[config.mk]
export PLATFORM = sky130hd
export DESIGN_NAME = dircache_index_stream_parser
export DESIGN_NICKNAME = d
export VERILOG_FILES = /design/src/rtl/dcip_pkg.sv /design/src/rtl/dircache_index_stream_parser.sv /design/src/rtl/dcip_step.sv
export SDC_FILE = /design/constraint.sdc
export NUM_CORES = 1
export LEC_CHECK = 0
export BUFFER_PORTS_ARGS = -buffer_cell sky130_fd_sc_hd__buf_2
export CAP_MARGIN = 20
export CELL_PAD_IN_SITES_DETAIL_PLACEMENT = 1
export CELL_PAD_IN_SITES_GLOBAL_PLACEMENT = 1
export CORE_ASPECT_RATIO = 0.5
export CORE_MARGIN = 2
export CORE_UTILIZATION = 30
export DETAILED_ROUTE_END_ITERATION = 8
export PLACE_DENSITY_LB_ADDON = 0.25
export SYNTH_ARGS = -nofsm -noshare
export SYNTH_HDL_FRONTEND = slang
export SYNTH_HIERARCHICAL = 1
export SYNTH_SLANG_ARGS = --single-unit
export TNS_END_PERCENT = 50
[constraint.sdc]
create_clock -name aclk -period 8.2 [get_ports aclk]
set_input_delay 0 -clock aclk [delete_from_list [all_inputs] [get_ports aclk]]
set_output_delay 0 -clock aclk [all_outputs]
set_load 0.005 [all_outputs]
[src/rtl/dcip_pkg.sv]
package dcip_pkg;

    // Parse phases, one per region of the file
    typedef enum logic [2:0] {
        PH_HEADER    = 3'd0,
        PH_FIXED     = 3'd1,
        PH_NAME      = 3'd2,
        PH_PAD       = 3'd3,
        PH_CHECKSUM  = 3'd4,
        PH_SIG       = 3'd5,
        PH_AFTER_SIG = 3'd6,
        PH_AFTER_SUM = 3'd7
    } phase_t;

    // Region codes reported with each byte
    localparam logic [2:0] RGN_HEADER    = 3'd0;
    localparam logic [2:0] RGN_FIXED     = 3'd1;
    localparam logic [2:0] RGN_NAME      = 3'd2;
    localparam logic [2:0] RGN_PAD       = 3'd3;
    localparam logic [2:0] RGN_CHECKSUM  = 3'd4;
    localparam logic [2:0] RGN_SIG       = 3'd5;
    localparam logic [2:0] RGN_EXT_UNK   = 3'd6;
    localparam logic [2:0] RGN_DONE      = 3'd7;

    // Field identifiers
    localparam logic [3:0] FID_ENTRY_BASE = 4'd3;
    localparam logic [3:0] FID_HASH       = 4'd13;
    localparam logic [3:0] FID_FLAGS      = 4'd14;
    localparam logic [3:0] FID_NONE       = 4'd15;

    // Extension kinds
    localparam logic [2:0] KIND_TREE      = 3'd0;
    localparam logic [2:0] KIND_LINK      = 3'd1;
    localparam logic [2:0] KIND_UNTR      = 3'd2;
    localparam logic [2:0] KIND_UNKNOWN   = 3'd3;
    localparam logic [2:0] KIND_UNDECIDED = 3'd4;

    // Section sizes
    localparam logic [5:0]  HDR_LAST_POS    = 6'd11;
    localparam logic [5:0]  WORDS_END_POS   = 6'd40;
    localparam logic [5:0]  HASH_END_POS    = 6'd60;
    localparam logic [5:0]  FIXED_LAST_POS  = 6'd61;
    localparam logic [5:0]  SUM_LAST_POS    = 6'd19;
    localparam logic [5:0]  SIG_LAST_POS    = 6'd3;
    localparam logic [16:0] CHECKSUM_BYTES  = 17'd20;

    typedef struct packed {
        logic [7:0] data_byte;
        logic       start_of_file;
    } in_item_t;

    typedef struct packed {
        logic [2:0]  region;
        logic [3:0]  field_id;
        logic        field_done;
        logic [31:0] field_value;
        logic [31:0] entry_number;
        logic [2:0]  extension_kind;
        logic [15:0] byte_offset;
    } out_item_t;

    typedef struct packed {
        phase_t      parse_phase;
        logic [5:0]  byte_in_section;
        logic [31:0] value_shift;
        logic [31:0] entries_total;
        logic [31:0] entry_counter;
        logic [15:0] file_offset;
        logic [2:0]  pad_remaining;
        logic [2:0]  signature_match;
    } parse_state_t;

    localparam parse_state_t STATE_CLEAR = '{
        parse_phase:     PH_HEADER,
        byte_in_section: 6'd0,
        value_shift:     32'd0,
        entries_total:   32'd0,
        entry_counter:   32'd0,
        file_offset:     16'd0,
        pad_remaining:   3'd0,
        signature_match: 3'b111
    };

    // Extension signature bytes: TREE, link, UNTR
    function automatic logic [7:0] sig_byte(input logic [1:0] kind, input logic [1:0] pos);
        logic [7:0] c;
        c = 8'h00;
        case (kind)
            2'd0: begin
                case (pos)
                    2'd0:    c = 8'h54;
                    2'd1:    c = 8'h52;
                    default: c = 8'h45;
                endcase
            end
            2'd1: begin
                case (pos)
                    2'd0:    c = 8'h6c;
                    2'd1:    c = 8'h69;
                    2'd2:    c = 8'h6e;
                    default: c = 8'h6b;
                endcase
            end
            default: begin
                case (pos)
                    2'd0:    c = 8'h55;
                    2'd1:    c = 8'h4e;
                    2'd2:    c = 8'h54;
                    default: c = 8'h52;
                endcase
            end
        endcase
        return c;
    endfunction

    // First surviving candidate wins
    function automatic logic [2:0] decided_kind(input logic [2:0] match);
        logic [2:0] k;
        if (match[0]) begin
            k = KIND_TREE;
        end else if (match[1]) begin
            k = KIND_LINK;
        end else if (match[2]) begin
            k = KIND_UNTR;
        end else begin
            k = KIND_UNKNOWN;
        end
        return k;
    endfunction

endpackage

[src/rtl/dircache_index_stream_parser.sv]
// Latency: a result is valid the cycle after its byte transfer (one register stage).
// Throughput: one byte per cycle while m_ready is high; the result register refills in the cycle it drains.
// Reset: synchronous active-low aresetn clears parse state, total_length and the
// result valid; a byte with start_of_file set restarts parsing at offset zero.
module dircache_index_stream_parser import dcip_pkg::*; #(
    parameter longint unsigned MAX_FILE_BYTES = 65536
) (
    input  logic        aclk,
    input  logic        aresetn,
    input  logic        cfg_wr_en,
    input  logic [15:0] cfg_wr_data,
    input  logic        s_valid,
    output logic        s_ready,
    input  in_item_t    s_data,
    output logic        m_valid,
    input  logic        m_ready,
    output out_item_t   m_data
);

    // last offset value, capped to the 16-bit offset field
    localparam longint unsigned LIMIT_FULL = MAX_FILE_BYTES - 1;
    localparam logic [15:0] OFFSET_LIMIT =
        (LIMIT_FULL > 64'd65535) ? 16'hFFFF : LIMIT_FULL[15:0];

    parse_state_t state_reg;
    parse_state_t state_next;
    out_item_t    result_next;
    out_item_t    result_reg;
    logic         valid_reg;
    logic [15:0]  total_length_reg;
    logic         in_xfer;

    assign s_ready = !valid_reg || m_ready;
    assign in_xfer = s_valid && s_ready;
    assign m_valid = valid_reg;
    assign m_data  = result_reg;

    dcip_step #(
        .OFFSET_LIMIT(OFFSET_LIMIT)
    ) u_step (
        .cur_state   (state_reg),
        .in_item     (s_data),
        .total_length(total_length_reg),
        .next_state  (state_next),
        .result      (result_next)
    );

    // length register
    always_ff @(posedge aclk) begin
        if (!aresetn) begin
            total_length_reg <= 16'd0;
        end else if (cfg_wr_en) begin
            total_length_reg <= cfg_wr_data;
        end
    end

    // parse state advances on each input transfer
    always_ff @(posedge aclk) begin
        if (!aresetn) begin
            state_reg <= STATE_CLEAR;
        end else if (in_xfer) begin
            state_reg <= state_next;
        end
    end

    // result register
    always_ff @(posedge aclk) begin
        if (!aresetn) begin
            valid_reg <= 1'b0;
        end else if (in_xfer) begin
            valid_reg <= 1'b1;
        end else if (m_ready) begin
            valid_reg <= 1'b0;
        end
    end

    always_ff @(posedge aclk) begin
        if (in_xfer) begin
            result_reg <= result_next;
        end
    end

endmodule

[src/rtl/dcip_step.sv]
module dcip_step import dcip_pkg::*; #(
    parameter logic [15:0] OFFSET_LIMIT = 16'hFFFF
) (
    input  parse_state_t cur_state,
    input  in_item_t     in_item,
    input  logic [15:0]  total_length,
    output parse_state_t next_state,
    output out_item_t    result
);

    always_comb begin
        parse_state_t st;
        parse_state_t ns;
        out_item_t    res;
        logic [15:0]  off_next;
        logic [5:0]   pos;
        logic [5:0]   pos_inc;
        logic [7:0]   b;
        logic [31:0]  word;
        logic [31:0]  cnt;
        logic [2:0]   match;
        logic         do_end;
        logic         do_trailer;

        st = in_item.start_of_file ? STATE_CLEAR : cur_state;
        ns = st;
        b = in_item.data_byte;
        pos = st.byte_in_section;
        pos_inc = pos + 6'd1;
        word = (pos[1:0] == 2'd0) ? {24'd0, b} : {st.value_shift[23:0], b};
        cnt = st.entry_counter + 32'd1;
        match = st.signature_match;
        do_end = 1'b0;
        do_trailer = 1'b0;

        // saturating file offset
        off_next = (st.file_offset >= OFFSET_LIMIT) ? st.file_offset : st.file_offset + 16'd1;
        ns.file_offset = off_next;

        res.region = RGN_HEADER;
        res.field_id = FID_NONE;
        res.field_done = 1'b0;
        res.field_value = 32'd0;
        res.extension_kind = KIND_UNDECIDED;
        res.byte_offset = st.file_offset;

        case (st.parse_phase)
            PH_HEADER: begin
                res.region = RGN_HEADER;
                res.field_id = pos[5:2];
                ns.value_shift = word;
                res.field_value = word;
                res.field_done = (pos[1:0] == 2'd3);
                if (pos >= HDR_LAST_POS) begin
                    ns.entries_total = word;
                    ns.entry_counter = 32'd0;
                    ns.byte_in_section = 6'd0;
                    if (word == 32'd0) begin
                        do_trailer = 1'b1;
                    end else begin
                        ns.parse_phase = PH_FIXED;
                    end
                end else begin
                    ns.byte_in_section = pos_inc;
                end
            end
            PH_FIXED: begin
                res.region = RGN_FIXED;
                if (pos < WORDS_END_POS) begin
                    res.field_id = FID_ENTRY_BASE + pos[5:2];
                    ns.value_shift = word;
                    res.field_value = word;
                    res.field_done = (pos[1:0] == 2'd3);
                end else if (pos < HASH_END_POS) begin
                    res.field_id = FID_HASH;
                end else begin
                    // 16-bit flags word
                    res.field_id = FID_FLAGS;
                    ns.value_shift = (pos == HASH_END_POS) ? {24'd0, b}
                                                           : {16'd0, st.value_shift[7:0], b};
                    res.field_value = ns.value_shift;
                    res.field_done = (pos == FIXED_LAST_POS);
                end
                ns.byte_in_section = pos_inc;
                if (pos >= FIXED_LAST_POS) begin
                    ns.parse_phase = PH_NAME;
                end
            end
            PH_NAME: begin
                if (b != 8'd0) begin
                    res.region = RGN_NAME;
                    ns.byte_in_section = pos_inc;
                end else begin
                    // terminator counts as padding
                    res.region = RGN_PAD;
                    ns.pad_remaining = 3'd0 - pos_inc[2:0];
                    if (ns.pad_remaining == 3'd0) begin
                        do_end = 1'b1;
                    end else begin
                        ns.parse_phase = PH_PAD;
                    end
                end
            end
            PH_PAD: begin
                res.region = RGN_PAD;
                ns.pad_remaining = st.pad_remaining - 3'd1;
                if (ns.pad_remaining == 3'd0) begin
                    do_end = 1'b1;
                end
            end
            PH_CHECKSUM: begin
                res.region = RGN_CHECKSUM;
                ns.byte_in_section = pos_inc;
                if (pos >= SUM_LAST_POS) begin
                    ns.parse_phase = PH_AFTER_SUM;
                end
            end
            PH_SIG: begin
                res.region = RGN_SIG;
                for (int k = 0; k < 3; k++) begin
                    if (sig_byte(2'(k), pos[1:0]) != b) begin
                        match[k] = 1'b0;
                    end
                end
                ns.signature_match = match;
                ns.byte_in_section = pos_inc;
                if (pos >= SIG_LAST_POS) begin
                    ns.parse_phase = PH_AFTER_SIG;
                    res.extension_kind = decided_kind(match);
                end
            end
            PH_AFTER_SIG: begin
                res.extension_kind = decided_kind(match);
                res.region = (res.extension_kind == KIND_UNKNOWN) ? RGN_EXT_UNK : RGN_DONE;
            end
            default: begin
                res.region = RGN_DONE;
            end
        endcase

        // end of one entry
        if (do_end) begin
            ns.entry_counter = cnt;
            ns.byte_in_section = 6'd0;
            if (cnt == ns.entries_total) begin
                do_trailer = 1'b1;
            end else begin
                ns.parse_phase = PH_FIXED;
            end
        end

        // trailer: checksum only when exactly its size is left
        if (do_trailer) begin
            ns.byte_in_section = 6'd0;
            ns.signature_match = 3'b111;
            if ({1'b0, off_next} + CHECKSUM_BYTES == {1'b0, total_length}) begin
                ns.parse_phase = PH_CHECKSUM;
            end else begin
                ns.parse_phase = PH_SIG;
            end
        end

        res.entry_number = ns.entry_counter;
        next_state = ns;
        result = res;
    end

endmodule
; Word-level counts from Yosys, hierarchy flattened
; Index checks and enable logic that the tools add are counted.
[word_totals]
register_bits = 235
out_inout_bits = 93
word_cells = 125
[op_classes]
add_sub_neg = 7
n_lt_le_gt_ge = 7
eq_ne = 17
muxes = 67
n_reduce_logical = 10
[op_table]
columns = operator, count
row1 = $mux W32, 4
row2 = $mux W64, 2
row3 = $mux W127, 1
row4 = $pmux W37 S2, 1
row5 = $pmux W32 S2, 1
row6 = $mux W3, 17
row7 = $pmux W9 S5, 1
row8 = $mux W37, 1
row9 = $mux W33, 1
row10 = $add A32 B1 Y32 const B, 1
row11 = $eq A32 B32 Y1, 1
row12 = $logic_not A32 Y1, 1
row13 = $mux W16, 2
row14 = $mux W8, 3
row15 = $ne A8 B8 Y1, 3
row16 = $mux W1, 21
row17 = $pmux W3 S7, 1
row18 = $mux W9, 2
row19 = $add A16 B5 Y17 const B, 1
row20 = $eq A17 B16 Y1, 1
row21 = $add A16 B1 Y16 const B, 1
row22 = $ge A16 B16 Y1 const B, 1
row23 = $pmux W5 S3, 1
row24 = $eq A6 B6 Y1 const B, 2
row25 = 27 further kinds, 37

; Logic depth before layout (Yosys ltp)
[logic_depth]
ltp_word = 12
ltp_mapped = 25
ltp_nobuf = 18

; Cells and area by module
; Netlist, hierarchy kept.
[modules_own_cells]
columns = module, n_inst, cells_per_inst, area_each_um2, seq_area_each_um2
row1 = dircache_index_stream_parser, 1, 699, 8539.4, 5615.4
row2 = dcip_step, 1, 944, 5803.1, 0.0

; Worst setup path before layout
; OpenSTA, ideal clock, no wires.
[synth_timing]
path_type = input to register
from = input s_data[0] (netlist bit)
to = register state_reg[124] (netlist bit)
arrival_time_ps = 4439
required_time_ps = 8126
setup_slack_ps = 3687
path_stages = 23
n_path_buf = 10
cell_sequence = buf_6 buf_6 clkbuf_1 clkbuf_1 clkbuf_8 clkbuf_1 nor2b_1 clkbuf_1 ha_1 a21oi_1 a22o_1 buf_2 buf_1 clkbuf_1 a21oi_1 xnor2_1 o31ai_1 nand4_1 o31a_1 o311a_1 a41oi_2 nand2_1 mux2i_1
[synth_lines]
columns = item, line_no
row1 = "start, declared", dircache_index_stream_parser.sv:14  ; input in_item_t s_data,
row2 = "end signal, assigned", dircache_index_stream_parser.sv:62  ; state_reg <= state_next;
row3 = "end, declared", dircache_index_stream_parser.sv:25  ; parse_state_t state_reg;

==> results.json <==
{
  "pin_count": 123,
  "p_comb_frac": 0.072,
  "hold_ws_ps": 20.0,
  "core_um2": 45600,
  "total_leakage_power_nw": 6.09,
  "path_class": "reg -> reg",
  "worstMarginPinSlew_ps": 1180,
  "drive_gt1_frac": 0.124,
  "min_period_ps": 5180,
  "tns_ps": 0,
  "crit_fanout": 7,
  "synth_nets": 1646,
  "hpwl_um": 28600,
  "hold_viol": 0,
  "cts_sinks": 227,
  "postSynthCellCount": 1603,
  "slew_violations": 0,
  "fp.dieW_um": 309,
  "status": "complete, no violations",
  "syn_avg_cell_area_um2": 8.72,
  "wl_per_cell_um": 18.1,
  "grt_pass1_wl_um": 66600,
  "htreeDepth": 1,
  "largest_register_ffs": 119,
  "rsz0062_at_grt": "no",
  "maxCapViolations": 0,
  "routed_via_density": 5.01,
  "netlist_area_um2": 14000,
  "syn_to_final_growth_pct": 12.9,
  "intPower_mw": 2.05,
  "clk_path_buf_depth": 3,
  "drtAntennaViolNets": 0,
  "first_pass_iters": 5,
  "power_frac_seq": 0.455,
  "final.period_utilization": 0.632,
  "chipHeight_um": 157,
  "sw_frac_of_total": 0.238,
  "arrival_ps": 5680,
  "worstHoldStart": "cfg_wr_en",
  "antenna_cells": 0,
  "hold_class": "in -> reg",
  "fin_skew_ps": 16.8,
  "std_cell_rows": 55,
  "cp_data_required_time_ps": 8690,
  "grt_pass1_vias": 11500,
  "grt_max_degree": 124,
  "cts_buffers": 25,
  "routed_wl_um": 41700,
  "drtIter0Drc": 633,
  "vdd_drop_max_mv": 0.138,
  "start_util": 0.306,
  "start_kind": "flip-flop",
  "nNetsFinal": 1705,
  "place_congestion": 0.808,
  "hold_depth": 3,
  "relSlewSlack": 0.213,
  "setup_ws_ps": 3020,
  "crit_start": "state_reg[119]",
  "p_per_area_nw_per_um2": 170,
  "power_switching_uw": 640,
  "clock.fmax_mhz": 193,
  "clk_latency_ps": 550,
  "end_kind": "flip-flop",
  "dieArea_um2": 48500,
  "antenna_found_initial": 1,
  "clockPowerShare": 0.473,
  "portBuffers": 122,
  "vias": 11600,
  "reg2regPathDepth": 14,
  "clk_pin_slew_ps": 70,
  "clockRootBuffer": "clkbuf_16",
  "worstReg2RegStart": "state_reg[119]",
  "drc": 0,
  "synth_warnings": 6,
  "setup_viol": 0,
  "cts_tree": "done",
  "grtUsageTotal": 0.171,
  "reg2reg_setup_slack_ps": 3020,
  "power_mw": 2.69,
  "grt-ovfl-total": 0,
  "pre_cts_slack_ps": 2980
}
-- power groups by stage --
stage	combinational [mW]	sequential (mW)	clock, mW
global route	0.214	1.23	1.36
detailed placement	0.187	1.25	0
global placement	0.185	1.25	0
finish	0.195	1.22	1.27
floorplan	0.137	1.25	0
CTS	0.198	1.22	1.32
-- final timing paths --
kind	to
max	state_reg[1]
min	total_length_reg[13]
max reg2reg	state_reg[1]
min reg2reg	state_reg[85]
-- metrics by stage --
stage / cell area, um2 / utilization / std cells
finish: 15800 / 0.346 / 2308
global placement: 14600 / 0.319 / 2233
detailed placement: 14600 / 0.319 / 2233
CTS: 15800 / 0.345 / 2307
global route: 15800 / 0.346 / 2308
floorplan: 14000 / - / 1603
-- layer usage --
layer	wire [um]	part of all wire	track usage
met5	0	0	0
met4	556	0.013	0.0280
met3	1180	0.028	0.0237
met2	19500	0.47	0.288
met1	20500	0.49	0.237
-- layout make-up --
type / instances / area, um2
clock buffers: 35 / 713
clock inverters: 11 / 196
fillers: 5403 / 29800
inverters: 30 / 113
multi-input cells: 1209 / 7460
flip-flops and latches: 227 / 5460
well taps: 627 / 785
repair buffers: 169 / 1060
-- timing repair --
action                                  CTS  global route
resized for setup                         0             0
endpoints found under the setup margin    0             0
endpoints found under the hold margin    32             0
setup buffers                             0             0
hold buffers                             28             0
-- worst max-delay path: stages (launching register included) --
cell and delay (ps):
dfxtp_1 350, nor2b_1 530, ha_1 430, a21oi_1 210, a221oi_1 1010, a22oi_1 310, xnor2_1 250, or3_1 320
o221ai_1 210, nand4_1 150, o31a_1 470, o211ai_1 150, nand3_1 100, o211ai_2 80, dlygate4sd3_1 560
-- layout by cell type, fill, tap and decap left out, types with 6 or more instances in the layout --
cell           count
a22oi_1           11
inv_1             29
a31oi_1            6
nor3_1            25
a21oi_1           57
nand2b_1          10
and4b_1            6
dfxtp_1          136
nor2b_1           53
o21ai_0           62
mux2i_1          144
ha_1              13
nand3_1           59
o211ai_1           7
nand2_1          335
dlygate4sd3_1     28
nor4_1            24
nand3b_1           7
buf_4             19
xor2_1            25
a211oi_1           6
and3_1            22
buf_2            120
nor2_1            97
edfxtp_1          91
o21a_1             6
or3_1             11
clkbuf_16         25
o31ai_1            9
and2_1            29
xnor2_1           60
a21o_1            23
nand4_1           20
No activity file was read; power rests on OpenSTA's default activity.
